==> config.mk <==
export PLATFORM = sky130hd
export DESIGN_NAME = response_frame_checker_core
export DESIGN_NICKNAME = d
export VERILOG_FILES = /design/src/design/rfc_pkg.sv /design/src/design/rfc_crc_byte.sv /design/src/design/rfc_frame_tracker.sv /design/src/design/response_frame_checker_core.sv
export VERILOG_INCLUDE_DIRS = /design/src /design/src/design
export SDC_FILE = /design/constraint.sdc
export NUM_CORES = 1
export LEC_CHECK = 0
export BUFFER_PORTS_ARGS = -buffer_cell sky130_fd_sc_hd__buf_4
export CAP_MARGIN = 30
export CELL_PAD_IN_SITES_DETAIL_PLACEMENT = 0
export CELL_PAD_IN_SITES_GLOBAL_PLACEMENT = 2
export CORE_MARGIN = 10
export CORE_UTILIZATION = 41
export DETAILED_ROUTE_END_ITERATION = 10
export PLACE_DENSITY_LB_ADDON = 0.1
export SLEW_MARGIN = 20
export SYNTH_ARGS = -nofsm -noshare
export SYNTH_HDL_FRONTEND = slang
export SYNTH_SLANG_ARGS = --single-unit
export TNS_END_PERCENT = 50
==> constraint.sdc <==
create_clock -name clk -period 5.02 [get_ports clk]
set_input_delay 0.251 -clock clk [delete_from_list [all_inputs] [get_ports clk]]
set_output_delay 0.251 -clock clk [all_outputs]
set_load 0.02 [all_outputs]
==> src/design/response_frame_checker_core_macros.svh <==
// Assertion macros shared by the response frame checker RTL.
// Every macro samples on the rising edge of clk and is disabled while rst_n is low.
`ifndef RESPONSE_FRAME_CHECKER_CORE_MACROS_SVH
`define RESPONSE_FRAME_CHECKER_CORE_MACROS_SVH

// The property must hold at every sampled clock edge outside reset.
`define RFC_ASSERT(lbl, prop) \
    lbl: assert property (@(posedge clk) disable iff (!rst_n) (prop)) \
        else $error("response frame checker: assertion failed");

// The condition must never be seen at a sampled clock edge outside reset.
`define RFC_ASSERT_NEVER(lbl, cond) \
    lbl: assert property (@(posedge clk) disable iff (!rst_n) !(cond)) \
        else $error("response frame checker: forbidden condition seen");

`endif

==> src/design/rfc_pkg.sv <==
// Package for the response frame checker: word types, result codes and CRC constants.
// It has no dependencies. The CRC unit, the frame tracker and the core import it.
`timescale 1ns / 1ps

package rfc_pkg;

    // One received byte of a response frame.
    typedef struct packed {
        logic [7:0] rx_byte;
        logic       last_byte;
    } in_word_t;

    // The verdict on one complete frame.
    typedef struct packed {
        logic [1:0] result_code;
        logic [7:0] device_status;
        logic       status_present;
    } out_word_t;

    localparam logic [1:0] RES_OK       = 2'd0;
    localparam logic [1:0] RES_CRC_ERR  = 2'd1;
    localparam logic [1:0] RES_SIZE_ERR = 2'd2;

    localparam logic [15:0] CRC_POLY         = 16'h8005;
    localparam logic [7:0]  STATUS_FRAME_LEN = 8'd4;
    localparam logic [7:0]  MAX_FRAME        = 8'd128;
    localparam logic [7:0]  COUNT_MAX        = 8'hFF;

endpackage

==> src/design/rfc_crc_byte.sv <==
// Byte-wide CRC-16 update, polynomial 0x8005, data taken least significant bit first.
// Depends on rfc_pkg for the polynomial.
`timescale 1ns / 1ps

module rfc_crc_byte (
    input  logic [15:0] crc_in,
    input  logic [7:0]  data,
    output logic [15:0] crc_out
);
    import rfc_pkg::*;

    always_comb
    begin
        logic [15:0] crc;
        crc = crc_in;
        for (int i = 0; i < 8; i++)
        begin
            if (data[i] != crc[15])
            begin
                crc = {crc[14:0], 1'b0} ^ CRC_POLY;
            end
            else
            begin
                crc = {crc[14:0], 1'b0};
            end
        end
        crc_out = crc;
    end

endmodule

==> src/design/rfc_frame_tracker.sv <==
// Per-frame state of the response frame checker: byte count, length, CRCs, status byte.
// Computes the verdict for a closing byte. Depends on rfc_pkg and rfc_crc_byte.
`timescale 1ns / 1ps

module rfc_frame_tracker #(
    parameter logic [7:0] MAX_LEN = rfc_pkg::MAX_FRAME
) (
    input  logic              clk,
    input  logic              rst_n,
    input  logic              step,
    input  rfc_pkg::in_word_t word,
    output rfc_pkg::out_word_t verdict
);
    import rfc_pkg::*;

    logic [7:0]  byte_count_reg,   byte_count_next;
    logic [7:0]  frame_length_reg;
    logic [15:0] crc_accum_reg,    crc_accum_next;
    logic [15:0] received_crc_reg, received_crc_next;
    logic [7:0]  status_byte_reg,  status_byte_next;

    logic [7:0]  len;
    logic [8:0]  pos_plus2;
    logic        in_frame;
    logic [15:0] crc_updated;

    rfc_crc_byte u_crc (
        .crc_in  (crc_accum_reg),
        .data    (word.rx_byte),
        .crc_out (crc_updated)
    );

    // The length byte is used directly on the first byte of a frame.
    assign len       = (byte_count_reg == 8'd0) ? word.rx_byte : frame_length_reg;
    assign pos_plus2 = {1'b0, byte_count_reg} + 9'd2;
    assign in_frame  = byte_count_reg < len;

    always_comb
    begin
        crc_accum_next    = crc_accum_reg;
        received_crc_next = received_crc_reg;
        status_byte_next  = status_byte_reg;
        if (in_frame)
        begin
            if (pos_plus2 < {1'b0, len})
            begin
                crc_accum_next = crc_updated;
            end
            else if (pos_plus2 == {1'b0, len})
            begin
                received_crc_next[7:0] = word.rx_byte;
            end
            else
            begin
                received_crc_next[15:8] = word.rx_byte;
            end
            if (byte_count_reg == 8'd1)
            begin
                status_byte_next = word.rx_byte;
            end
        end
        byte_count_next = (byte_count_reg == COUNT_MAX) ? COUNT_MAX : byte_count_reg + 8'd1;
    end

    always_comb
    begin
        verdict = '0;
        priority if (len < STATUS_FRAME_LEN || len > MAX_LEN || byte_count_next < len)
        begin
            verdict.result_code = RES_SIZE_ERR;
        end
        else if (crc_accum_next != received_crc_next)
        begin
            verdict.result_code = RES_CRC_ERR;
        end
        else
        begin
            verdict.result_code = RES_OK;
            if (len == STATUS_FRAME_LEN)
            begin
                verdict.device_status  = status_byte_next;
                verdict.status_present = 1'b1;
            end
        end
    end

    always_ff @(posedge clk or negedge rst_n)
    begin
        if (!rst_n)
        begin
            byte_count_reg   <= '0;
            frame_length_reg <= '0;
            crc_accum_reg    <= '0;
            received_crc_reg <= '0;
            status_byte_reg  <= '0;
        end
        else if (step)
        begin
            if (word.last_byte)
            begin
                byte_count_reg   <= '0;
                frame_length_reg <= '0;
                crc_accum_reg    <= '0;
                received_crc_reg <= '0;
                status_byte_reg  <= '0;
            end
            else
            begin
                byte_count_reg   <= byte_count_next;
                frame_length_reg <= len;
                crc_accum_reg    <= crc_accum_next;
                received_crc_reg <= received_crc_next;
                status_byte_reg  <= status_byte_next;
            end
        end
    end

endmodule

==> src/design/response_frame_checker_core.sv <==
// Response frame checker core: input word register, frame tracker and result register.
// Depends on rfc_pkg, rfc_frame_tracker and the assertion macro header.
//
// Usage. The input channel (in_valid, in_ready, in_data) carries one received
// byte per word, together with a flag that marks the final byte of a response.
// The first byte of each frame is its length. Only the word that carries the
// last flag produces an output word on (out_valid, out_ready, out_data). That
// word holds a result code (success, CRC mismatch or size error) and, for a
// successful four-byte frame, the device status byte.
// Latency: a closing word is registered in the input register when it is accepted,
// checked by the frame tracker and captured in the output register when the
// tracker consumes it, which waits while an unread verdict fills that register.
// Throughput: one word per cycle unless a closing word waits behind a full
// output register. The tracker's byte-wide CRC unit updates a byte per cycle.
// Reset: an active-low asynchronous rst_n empties both registers and clears the
// frame state, so the next accepted word is taken as a length byte.
// Stalls: while an unread verdict waits in the output register, data bytes keep
// flowing. A second closing word waits in the input register, and in_ready
// falls only once that register is full and cannot drain.
`timescale 1ns / 1ps
`include "response_frame_checker_core_macros.svh"

module response_frame_checker_core #(
    parameter logic [7:0] MAX_LEN = rfc_pkg::MAX_FRAME
) (
    input  logic               clk,
    input  logic               rst_n,
    input  logic               in_valid,
    output logic               in_ready,
    input  rfc_pkg::in_word_t  in_data,
    output logic               out_valid,
    input  logic               out_ready,
    output rfc_pkg::out_word_t out_data
);
    import rfc_pkg::*;

    // Input stage: holds one accepted word until the tracker consumes it.
    logic      in_vld_reg;
    in_word_t  in_word_reg;

    // Output stage: holds one verdict until the receiver takes it.
    logic      out_vld_reg;
    out_word_t out_word_reg;

    out_word_t verdict;
    logic      step;
    logic      in_fire;

    // A data byte can always be consumed. A closing byte needs room in the
    // output register, which is there when it is empty or is read this cycle.
    assign step     = in_vld_reg && (!in_word_reg.last_byte || !out_vld_reg || out_ready);
    assign in_ready = !in_vld_reg || step;
    assign in_fire  = in_valid && in_ready;

    rfc_frame_tracker #(
        .MAX_LEN (MAX_LEN)
    ) u_tracker (
        .clk     (clk),
        .rst_n   (rst_n),
        .step    (step),
        .word    (in_word_reg),
        .verdict (verdict)
    );

    always_ff @(posedge clk or negedge rst_n)
    begin
        if (!rst_n)
        begin
            in_vld_reg <= 1'b0;
        end
        else if (in_fire)
        begin
            in_vld_reg <= 1'b1;
        end
        else if (step)
        begin
            in_vld_reg <= 1'b0;
        end
    end

    always_ff @(posedge clk)
    begin
        if (in_fire)
        begin
            in_word_reg <= in_data;
        end
    end

    always_ff @(posedge clk or negedge rst_n)
    begin
        if (!rst_n)
        begin
            out_vld_reg <= 1'b0;
        end
        else if (step && in_word_reg.last_byte)
        begin
            out_vld_reg <= 1'b1;
        end
        else if (out_ready)
        begin
            out_vld_reg <= 1'b0;
        end
    end

    always_ff @(posedge clk)
    begin
        if (step && in_word_reg.last_byte)
        begin
            out_word_reg <= verdict;
        end
    end

    assign out_valid = out_vld_reg;
    assign out_data  = out_word_reg;

    // A verdict only appears after a closing byte was consumed.
    `RFC_ASSERT(a_verdict_from_last, $rose(out_vld_reg) |-> $past(step && in_word_reg.last_byte))
    // The result code is never the unused encoding.
    `RFC_ASSERT_NEVER(a_code_legal, out_vld_reg && out_word_reg.result_code > RES_SIZE_ERR)
    // A status byte is reported only with a successful check.
    `RFC_ASSERT(a_status_ok, (out_vld_reg && out_word_reg.status_present)
        |-> (out_word_reg.result_code == RES_OK))
    // The input side stalls only when a closing byte waits behind a full output.
    `RFC_ASSERT(a_stall_cause, !in_ready
        |-> (in_vld_reg && in_word_reg.last_byte && out_vld_reg && !out_ready))

endmodule
Word level (Yosys, flattened, before mapping). Index checks and enable logic that the tools add are counted.

Memory bits (read-only): 0. Logic and storage cells: 86. Bits in latches: 0. Output and inout port bits: 13. RAM bits: 0. Memories kept: 0. Register bits: 78.

Reduce and logical (&&, ||, !) cells: 16. Eq/ne operators: 13. $lt $le $gt $ge: 5. Shifts and indexed selects: 0. Add/subtract/negate cells: 2. Bitwise gates (word level): 9. $mul: 0. Divide/modulo/power cells: 0. Multiplexer cells: 29.

Operator list (count): $mux W16 (14); $mux W8 (9); $not A3 Y3 (8); $lt A8 B8 Y1 (2); $ne A16 B16 Y1 (1); $add A8 B2 Y9 const B (1); $eq A9 B8 Y1 (1); $lt A9 B8 Y1 (1); $add A8 B1 Y8 const B (1); $eq A8 B1 Y1 const B (1); $eq A8 B3 Y1 const B (1); $eq A8 B8 Y1 const B (1); $gt A8 B8 Y1 const B (1); $logic_not A8 Y1 (1); $lt A8 B3 Y1 const B (1); $ne A1 B1 Y1 (8); $mux W1 (6); $logic_or A1 B1 Y1 (5); $reduce_bool A2 Y1 (2); $logic_and A1 B1 Y1 (3); $logic_not A1 Y1 (3); $reduce_or A3 Y1 (1); $reduce_or A2 Y1 (1); $not A1 Y1 (1).

Depth between registers and ports, before layout. Gate-level depths: netlist of run 1.

Word-level depth: 20. Mapped depth: 18. Gate-level depth less buffers: 15.

Cells and area by module. Synthesis of run 1 repeated with hierarchy kept, for this count alone.

Cells, all modules: 519. Area, all modules: 5312.6 sq um.

By module, submodules not included: rfc_frame_tracker (sequential area each 1401.3 sq um, cells each 461, instances 1, area each 4292.9 sq um); response_frame_checker_core (sequential area each 650.6 sq um, cells each 30, instances 1, area each 721.9 sq um); rfc_crc_byte (sequential area each 0.0 sq um, cells each 28, instances 1, area each 297.8 sq um).

Least setup slack after synthesis of run 1. Ideal clock, no wire load.

Path type: register -> register. Start: register u_tracker.byte_count_reg[3]. End: register out_word_reg (netlist bit out_data[9]) (data pin). Buffers on the path: 5. Period minus slack after synthesis: 4.583 ns. Slack: 0.437 ns. Data arrival time: 4.328 ns. Stages on the path, launching flop included: 19. Path through: dfrtp_1 -> clkbuf_1 -> nor2_1 -> nand3_1 -> buf_1 -> mux2i_1 -> ha_1 -> a21oi_1 -> nand2_1 -> o2bb2ai_2 -> nor3b_2 -> buf_4 -> buf_4 -> mux2i_1 -> xnor2_2 -> nand4_1 -> or4b_1 -> buf_6 -> o21ba_1.

Cells in the longest elaborated chain, start to end: 8.

RTL lines: start, declared (line rfc_frame_tracker.sv:16) `logic [7:0] byte_count_reg, byte_count_next;`; start signal, assigned (line rfc_frame_tracker.sv:109) `byte_count_reg <= byte_count_next;`; branches (longest 8 deep; another with $add A8 B2 Y9); end signal, assigned (line response_frame_checker_core.sv:109) `out_word_reg <= verdict;`; end, declared (line response_frame_checker_core.sv:43) `out_word_t out_word_reg;`.

Parallel ways; which one is timed is not known. A chain may end at the register's enable or synchronous reset.

Final worst setup path of run 1.
Start: register u_tracker.byte_count_reg[6]. End: register out_word_reg (netlist bit out_data[6]) (data pin).

Cells in the longest elaborated chain, start to end: 8.

RTL lines: branches (longest 8 deep; another with $add A8 B2 Y9).

Parallel ways; which one is timed is not known.

==> reports/results.tsv, run 1 <==
metric	value	unit
std_cell_rows	39	
ys_ff_latch	78	
dr.pass1.iters	5	
synth.avg_cell_area	10.9	sq um
first_global_vias	3682	
power	2.78	mW
synth-seq-area-share	42.0	%
top_layer	met4	
timing.final.crit_share	92.6	%
die_h	129	um
rsz0062_at_grt	false	
drc_errors	0	
first_iter_violations	179	
grt_max_degree	59	
core_area	11600	sq um
initial_utilization	42.2	%
wirelength	12800	um
powerDensity	494	nW/um^2
violations	negative hold slack	
ant_nets	0	
grt_antenna_before_repair	0	
irDropWorstVdd	0.000168	V
yosys.area.top_type	dfrtp_1	
via_per_inst	5.62	
m1WireLength	5950	um
critPathLaunchType	flop	
grt.total_usage	16.1	%
ys.flop_type	dfrtp_1	
min_period	4.65	ns
max_slew.worst_pin.slew	0.789	ns
layout_common_cells	58 x dfrtp_1, 51 x buf_4, 39 x mux2i_1, 38 x nand2_1	
maxSlewHeadroom	47.4	%
cp.required	5.16	ns
cts_buffer_depth	2	
hp-class	in2async	
crit_path_end_kind	flop	
netlist_area	4890	sq um
post-route-util	48.6	%
clk_latency	0.35	ns
synthCells	448	
synth_edf_count	20	
place_hpwl	9440	um
vias	3549	
synth_nets	487	
maxCapViolCount	0	
slew_viol_final	0	
wl_met3	668	um
gp_congestion	0.873	
whs	-0.0161	ns
cts_sinks	78	
clkTransAtPathRegs	0.06	ns
layout.nets	522	
worstPathArrival	4.79	ns
status	complete, but fails checks	
yosysTopAreaCellShare	29.7	%
yosysWarningCount	0	
diodes	0	
cts_tree	done	
dr_wl_met2	5980	um
p_leak	2.62	nW
numCtsBuffers	9	
fill_cells	1069	
holdBufCountCts	0	
synth.area.top_cells	dfrtp_1 30%, edfxtp_1 12%, mux2i_1 8.0%	
wl_per_cell	20.4	um
seqCellArea	2050	sq um
grt_pass1_wl	20800	um
die_w	129	um
tns	0	ns
post_cts_buffers	0	
finalSetupViolCount	0	
hold_viol_final	12	
synthArstFlopShare	74.4	%
cts-root-buf	clkbuf_16	
layout_commonest_cell	dfrtp_1	
drive_above_1_share	19.7	%
die_area	16700	sq um
portBuffers	25	
max_clock_freq	0.215	GHz
area_delta_synth_final	15.0	%
cp_max_fo	13	
yosysUniqueCellTypes	67	
multi_input_comb_area	2660	sq um
instances_no_fill	631	
dp.cells	615	
grt_overflow	0	
io_pins	26	
skew	0.00637	ns
cts_max_level	3	
timing_worst_setup_path_type	reg2reg	
==> layout make-up <==
class	instances	share of cell area, %
Inverter	8	0.534
Tap cell	143	3.18
Clock buffer	9	4.01
Multi-Input combinational cell	334	47.3
Clock inverter	7	1.29
Timing Repair Buffer	52	7.17
Sequential cell	78	36.5
==> logic make-up after synthesis <==
kind of cell,count (synthesis),share of synthesized area (%)
compound gates,110,16.6
simple gates,109,11.5
flops,78,42.0
xor+xnor,49,10.8
mux,40,8.22
buf+inv,36,4.23
fa+ha+maj,26,6.66
==> where the power goes <==
part / leakage [nW] / total, mW / switching, mW / internal (mW)
sequential: 0.972 / 0.880 / 0.118 / 0.763
clock: 0.144 / 0.671 / 0.284 / 0.387
combinational: 1.51 / 1.23 / 0.646 / 0.580
==> layer usage <==
layer  GRT usage (%)  up-vias
met1            21.2     1729
met4            6.35        0
met3            3.22       17
met5               0        -
met2            25.6       78
li1                -     1725
==> metrics by stage <==
| stage | instance area (sq um) | setup WS (ns) |
|---|---|---|
| floorplan | 4890 | 0.437 |
| global placement | 5290 | 0.242 |
| detailed placement | 5300 | 0.0709 |
| CTS | 5590 | 0.101 |
| global route | 5620 | 0.0281 |
| finish | 5620 | 0.370 |
==> timing repair <==
item	4_1_cts	5_1_grt
endpoints found under the hold margin	0	0
setup endpoints to repair	0	10
gates resized for setup	0	4
==> synthesized netlist by cell type, types with 9 or more instances <==
| master | n |
|---|---|
| edfxtp_1 | 20 |
| mux2i_1 | 39 |
| nor2_1 | 16 |
| a22o_1 | 29 |
| nand2_1 | 38 |
| xnor2_1 | 29 |
| dfrtp_1 | 58 |
| nor4_1 | 10 |
| o21ai_0 | 24 |
| ha_1 | 26 |
| xor2_1 | 11 |
| a21oi_1 | 11 |
| clkbuf_1 | 9 |
==> worst max-delay path: stages, from the launching register on <==
cell	delay, ns
dfrtp_1	0.48
nor4_2	0.37
nand3_1	0.12
buf_4	0.21
mux2i_1	0.35
ha_1	0.35
a2111oi_2	0.36
a21oi_2	0.15
o211ai_1	0.28
buf_12	0.18
mux2i_1	0.33
xnor2_1	0.17
nand4_1	0.14
or4b_4	0.61
nor4_1	0.34
==> worst paths after layout <==
| check | startpoint | endpoint | slack [ns] | depth (start not counted) |
|---|---|---|---|---|
| max | u_tracker.byte_count_reg[6] | out_data[6] | 0.37 | 14 |
| min | rst_n | u_tracker.status_byte_reg[3] | -0.02 | 1 |
| max reg2reg | u_tracker.byte_count_reg[6] | out_data[6] | 0.37 | 14 |
| min reg2reg | u_tracker.status_byte_reg[6] | u_tracker.status_byte_reg[6] | 0.49 | 1 |
| max in group asynchronous | rst_n | u_tracker.crc_accum_reg[13] | 4.52 | 1 |
| min in group clk | in_data[0] | in_word_reg[0] | 0.08 | 1 |
Power figures use the tool's default switching activity.
==> inputs of run 2 (changes only) <==
CELL_PAD_IN_SITES_DETAIL_PLACEMENT = default   (was 0)
CELL_PAD_IN_SITES_GLOBAL_PLACEMENT = default   (was 2)
CORE_UTILIZATION = 45   (was 41)
PLACE_DENSITY_LB_ADDON = 0.12   (was 0.1)
==> run 2 against run 1 <==
Effect of this change: the run now ends clean; sequential share of layout area rose by 0.81 points; combinational power barely moved; critical path type unchanged; global-route usage fell by 0.11 points; non-clock buffer count rose by 2; via count rose by 0.42%; clock-buffer cell count rose by 4; largest power group unchanged.
==> reports/results.tsv, run 2 (synthesized netlist as in run 1, its figures left out) <==
metric	value	unit	change
wirelength	12100	um	-6.0%
timing.rr.end	out_data[4]		
initial_utilization	46.7	%	+4.5 points
cp_slowest_cell	or4b_4		
m1WireLength	5690	um	-4.3%
die_area	15400	sq um	-7.5%
die_h	124	um	-3.8%
drive_above_1_share	19.2	%	-0.49 points
max_slew.worst_pin.slew	0.777	ns	-0.0114 ns
cp_slowest_stage_delay	0.62	ns	about the same
critPathLaunchType	flop		
min_period	4.68	ns	+0.0286 ns
grt_pass1_wl	20200	um	-2.6%
cts_max_level	3		unchanged
whs	0.0529	ns	+0.0689 ns
worst-r2r-setup-slack	0.34	ns	-0.03 ns
timing.final.crit_share	93.2	%	+0.57 points
r2r-start	u_tracker.byte_count_reg[7]		
layout_common_cells	58 x dfrtp_1, 53 x buf_4, 39 x mux2i_1, 38 x nand2_1		
grt_antenna_before_repair	0		unchanged
portBuffers	25		unchanged
top_layer	met4		
clk_latency	0.37	ns	+0.02 ns
std_cell_rows	37		-5.1%
p_leak	2.57	nW	-2.0%
hold_depth	1		
numCtsBuffers	9		unchanged
clkTransAtPathRegs	0.08	ns	+0.02 ns
ant_nets	0		unchanged
dp.cells	609		-0.98%
post_cts_buffers	0		unchanged
cts_tree	done		
cts_sinks	78		unchanged
skew	0.00693	ns	+0.000558 ns
status	completed		
worstPathArrival	4.85	ns	+0.06 ns
maxSlewHeadroom	48.2	%	+0.76 points
crit_path_end_kind	flop		
irDropWorstVdd	0.000247	V	+47%
wl_per_cell	19.3	um	-5.2%
cp.required	5.19	ns	+0.03 ns
dr.pass1.iters	4		-1
max_clock_freq	0.214	GHz	-0.61%
worstHoldStart	in_data[1]		
drc_errors	0		unchanged
layout_commonest_cell	dfrtp_1		
hold_end	in_word_reg[1]		
vias	3564		+0.42%
cp_max_fo	19		+6
powerDensity	461	nW/um^2	-6.8%
diodes	0		unchanged
hp-class	in2reg		
hold_viol_final	0		-12
maxCapViolCount	0		unchanged
layout.nets	524		+0.38%
finalSetupViolCount	0		unchanged
grt_overflow	0		unchanged
via_per_inst	5.69		+1.2%
grt.total_usage	16.0	%	-0.11 points
die_w	124	um	-3.8%
wl_met3	529	um	-21%
power	2.53	mW	-8.8%
core_area	10500	sq um	-9.5%
cts-root-buf	clkbuf_8		
io_pins	26		unchanged
dr_wl_met2	5670	um	-5.3%
slew_viol_final	0		unchanged
place_hpwl	8630	um	-8.6%
grt_max_degree	59		unchanged
first_iter_violations	203		+13%
area_delta_synth_final	12.5	%	
cts_buffer_depth	2		unchanged
crit_chain	nor4_4 > nand3_1 > buf_4 > mux2i_1 > ha_1 > a21oi_1 > nand2_1 > o2bb2ai_4 > nor3b_2 > buf_4 > mux2i_1 > xnor2_1 > nand4_1 > or4b_4 > nor4_1		
crit_family	simple AND/OR/NAND/NOR gates		
reg2regPathDepth	15		+1
timing_worst_setup_path_type	reg2reg		
instances_no_fill	626		-0.79%
crit_buf_inv	2		unchanged
first_global_vias	3708		+0.71%
gp_congestion	0.843		-3.5%
[run 2: changes by cell type in the layout (fill, tap and decap cells not counted), moves of 2 or more]
cell,change
clkbuf_8,+11
inv_6,-2
clkbuf_16,-9
buf_4,+2
clkbuf_1,+2
[run 2: final cells by class]
type	count	area, sq um
clock buffer	13	159
clock inverter	3	20.0
fill	966	4960
inverter	8	30.0
multi-input combinational	334	2660
sequential	78	2050
tap	136	170
timing repair buffer	54	408
[run 2: worst max path at each step]
stage,from,end,slack (ns),cells past startpoint
floorplan,u_tracker.byte_count_reg[3],out_data[9],0.44,18
global placement,u_tracker.byte_count_reg[7],out_data[5],0.22,15
detailed placement,u_tracker.byte_count_reg[7],out_data[4],0.09,15
CTS,u_tracker.byte_count_reg[7],out_data[4],0.06,15
global route,u_tracker.byte_count_reg[7],out_data[4],-0.02,15
finish,u_tracker.byte_count_reg[7],out_data[4],0.34,15
[run 2: power by group]
| part | switching, mW | internal [mW] | total, mW |
|---|---|---|---|
| clock | 0.233 | 0.206 | 0.439 |
| combinational | 0.643 | 0.577 | 1.22 |
| sequential | 0.111 | 0.762 | 0.873 |
| total | 0.987 | 1.54 | 2.53 |
[run 2: what timing repair did]
item,CTS,global route
setup endpoints to repair,0,10
endpoints found under the hold margin,58,0
hold buffers,1,0
resized for setup,0,4
[run 2: routing by layer]
| metal | vias up | GRT usage [%] |
|---|---|---|
| met3 | 14 | 4.08 |
| met2 | 78 | 25.3 |
| li1 | 1723 | - |
| met5 | - | 0 |
| met1 | 1749 | 20.9 |
| met4 | 0 | 5.04 |
[run 2: per-stage QoR]
step / TNS, ns / setup slack (ns) / util (%) / instance area (sq um)
after floorplan: 0 / 0.437 / - / 4890
after CTS: 0 / 0.0577 / 52.2 / 5470
final: 0 / 0.341 / 52.5 / 5500
after global placement: 0 / 0.219 / 50.3 / 5260
after detailed placement: 0 / 0.0924 / 50.4 / 5280
after global routing: -0.0547 / -0.0230 / 52.5 / 5500
==> inputs of run 3 (changes only) <==
--- a/config.mk
+++ b/config.mk
@@ -10,6 +10,5 @@
 export CAP_MARGIN = 30
-export CORE_MARGIN = 10
 export CORE_UTILIZATION = 45
 export DETAILED_ROUTE_END_ITERATION = 10
-export PLACE_DENSITY_LB_ADDON = 0.12
+export PLACE_DENSITY_LB_ADDON = 0.08
 export SLEW_MARGIN = 20
==> constraint.sdc (replaced) <==
create_clock -name clk -period 5.02 [get_ports clk]
set_input_delay 0.753 -clock clk [delete_from_list [all_inputs] [get_ports clk]]
set_output_delay 0.753 -clock clk [all_outputs]
set_load 0.02 [all_outputs]
==> run 3 against run 2 <==
Effect of this change: cell count grew 0.16%; combinational power is essentially flat; sequential power grew 0.5%; routed wire length shrank 0.18%; sequential cell count is the same; critical path type unchanged.
==> reports/results.tsv, run 3 (synthesized netlist as in run 1, its figures left out) <==
metric	value	unit	change
status	completed		
cts_max_level	3		unchanged
timing_worst_setup_path_type	reg2reg		
setup_ws	0.275	ns	-0.0661 ns
post-route-util	53.0	%	+0.45 points
instances_no_fill	627		+0.16%
power	2.60	mW	+2.6%
portBuffers	25		unchanged
cts_buffer_depth	2		unchanged
wl_per_cell	19.2	um	-0.34%
p_leak	2.58	nW	+0.52%
cts_sinks	78		unchanged
die_area	11300	sq um	-27%
die_h	106	um	-14%
min_period	4.74	ns	+0.0661 ns
seqCellArea	2050	sq um	unchanged
clk_latency	0.36	ns	about the same
timing.final.crit_share	94.5	%	+1.3 points
holdBufCountCts	0		-1
max_slew.worst_pin.slew	0.788	ns	+0.0109 ns
crit_path_end_kind	flop		
dp.cells	611		+0.33%
cts-root-buf	clkbuf_8		
drc_errors	0		unchanged
via_per_inst	5.96		+4.8%
skew	0.0121	ns	+0.00517 ns
reg2regPathDepth	16		+1
vias	3740		+4.9%
hold_viol_final	0		unchanged
critPathLaunchType	flop		
hp-class	in2async		
layout_common_cells	58 x dfrtp_1, 54 x buf_4, 39 x mux2i_1, 38 x nand2_1		
finalInstanceArea	5520	sq um	+0.41%
maxCapViolCount	0		unchanged
grt_pass1_wl	19600	um	-3.2%
ant_nets	0		unchanged
rsz0062_at_grt	false		
first_iter_violations	185		-8.9%
core_area	10400	sq um	-0.44%
wirelength	12100	um	-0.18%
slew_viol_final	0		unchanged
drive_above_1_share	20.2	%	+0.98 points
diodes	0		unchanged
dpl_cell_area	5300	sq um	+0.36%
max_clock_freq	0.211	GHz	-1.4%
area_delta_synth_final	13.0	%	
cts_tree	done		
layout.nets	525		+0.19%
grt_overflow	0		unchanged
first_global_vias	3629		-2.1%
irDropWorstVdd	0.000260	V	+5.5%
worstPathArrival	4.89	ns	+0.04 ns
layout_commonest_cell	dfrtp_1		
clkTransAtPathRegs	0.09	ns	about the same
place_hpwl	8670	um	+0.40%
maxSlewHeadroom	47.3	%	-0.92 points
worst-r2r-setup-slack	0.28	ns	-0.07 ns
timing.rr.end	out_data[6]		
numCtsBuffers	9		unchanged
fill_cells	954		-1.2%
cp.required	5.16	ns	-0.03 ns
pre_cts_slack	-0.0342	ns	-0.127 ns
crit_end	out_data[6]		
initial_utilization	46.9	%	+0.21 points
multi_input_comb_area	2650	sq um	-0.24%
grt_max_degree	59		unchanged
dr.pass1.iters	4		unchanged
gp_congestion	0.832		-1.3%
finalSetupViolCount	0		unchanged
grt.total_usage	23.1	%	+7.0 points
powerDensity	471	nW/um^2	+2.2%
r2r-start	u_tracker.byte_count_reg[7]		
io_pins	26		unchanged
die_w	106	um	-14%
std_cell_rows	37		unchanged
cp-startpoint	u_tracker.byte_count_reg[7]		
cp_max_fo	19		unchanged
grt_antenna_before_repair	0		unchanged
-- run 3: repair_timing --
action / in CTS / in global routing
endpoints found under the setup margin: 4 / 9
gates resized for setup: 2 / 3
buffers inserted: 0 / 0
pin swaps: 1 / 0
-- run 3: cell type report --
type / count / area share [%]
clock buffers: 11 / 2.56
clock inverters: 5 / 1.04
inverters: 8 / 0.544
multi-input cells: 334 / 48.1
flip-flops and latches: 78 / 37.2
well taps: 136 / 3.08
repair buffers: 55 / 7.55
-- run 3: worst min-delay path by stage --
stage / from / to / slack (ns) / depth (start not counted)
after global routing: rst_n / u_tracker.status_byte_reg[7] / 0.52 / 1
after floorplan: u_tracker.frame_length_reg[2] / u_tracker.frame_length_reg[2] / 0.45 / 2
after global placement: u_tracker.status_byte_reg[6] / u_tracker.status_byte_reg[6] / 0.48 / 1
after detailed placement: u_tracker.status_byte_reg[6] / u_tracker.status_byte_reg[6] / 0.48 / 1
after CTS: rst_n / u_tracker.status_byte_reg[7] / 0.50 / 1
final: rst_n / u_tracker.status_byte_reg[7] / 0.45 / 1
-- run 3: metal layers --
layer	vias up	part of all wire, %	global-route usage [%]
met2	122	45	34.0
met5	-	0	0
met1	1860	49	34.1
met4	0	1.5	7.64
li1	1740	-	-
met3	18	5.2	3.99
-- run 3: critical path, stage by stage, from the launching register on --
cell       delay (ns)
dfrtp_1          0.39
nor4_2           0.41
nand3_2          0.26
buf_4            0.25
mux2i_1          0.25
buf_4            0.19
ha_1             0.24
o21ai_1          0.09
a21oi_1          0.10
o2bb2ai_2        0.31
nor3b_2          0.27
buf_6            0.24
mux2i_1          0.26
xnor2_1          0.15
nand4_1          0.13
or4b_4           0.62
nor4_1           0.37
-- run 3: metrics by stage --
| stage | TNS, ns | hold WS, ns |
|---|---|---|
| 5_1_grt | 0 | 0.516 |
| 6_report | 0 | 0.447 |
| 2_1_floorplan | 0 | 0.450 |
| 3_3_place_gp | 0 | 0.482 |
| 4_1_cts | 0 | 0.499 |
| 3_5_place_dp | -0.0407 | 0.481 |
-- run 3: where the power goes --
group / total (mW) / switching (mW) / internal [mW]
Combinational: 1.23 / 0.648 / 0.583
Sequential: 0.877 / 0.116 / 0.761
Clock: 0.490 / 0.246 / 0.244
Total: 2.60 / 1.01 / 1.59
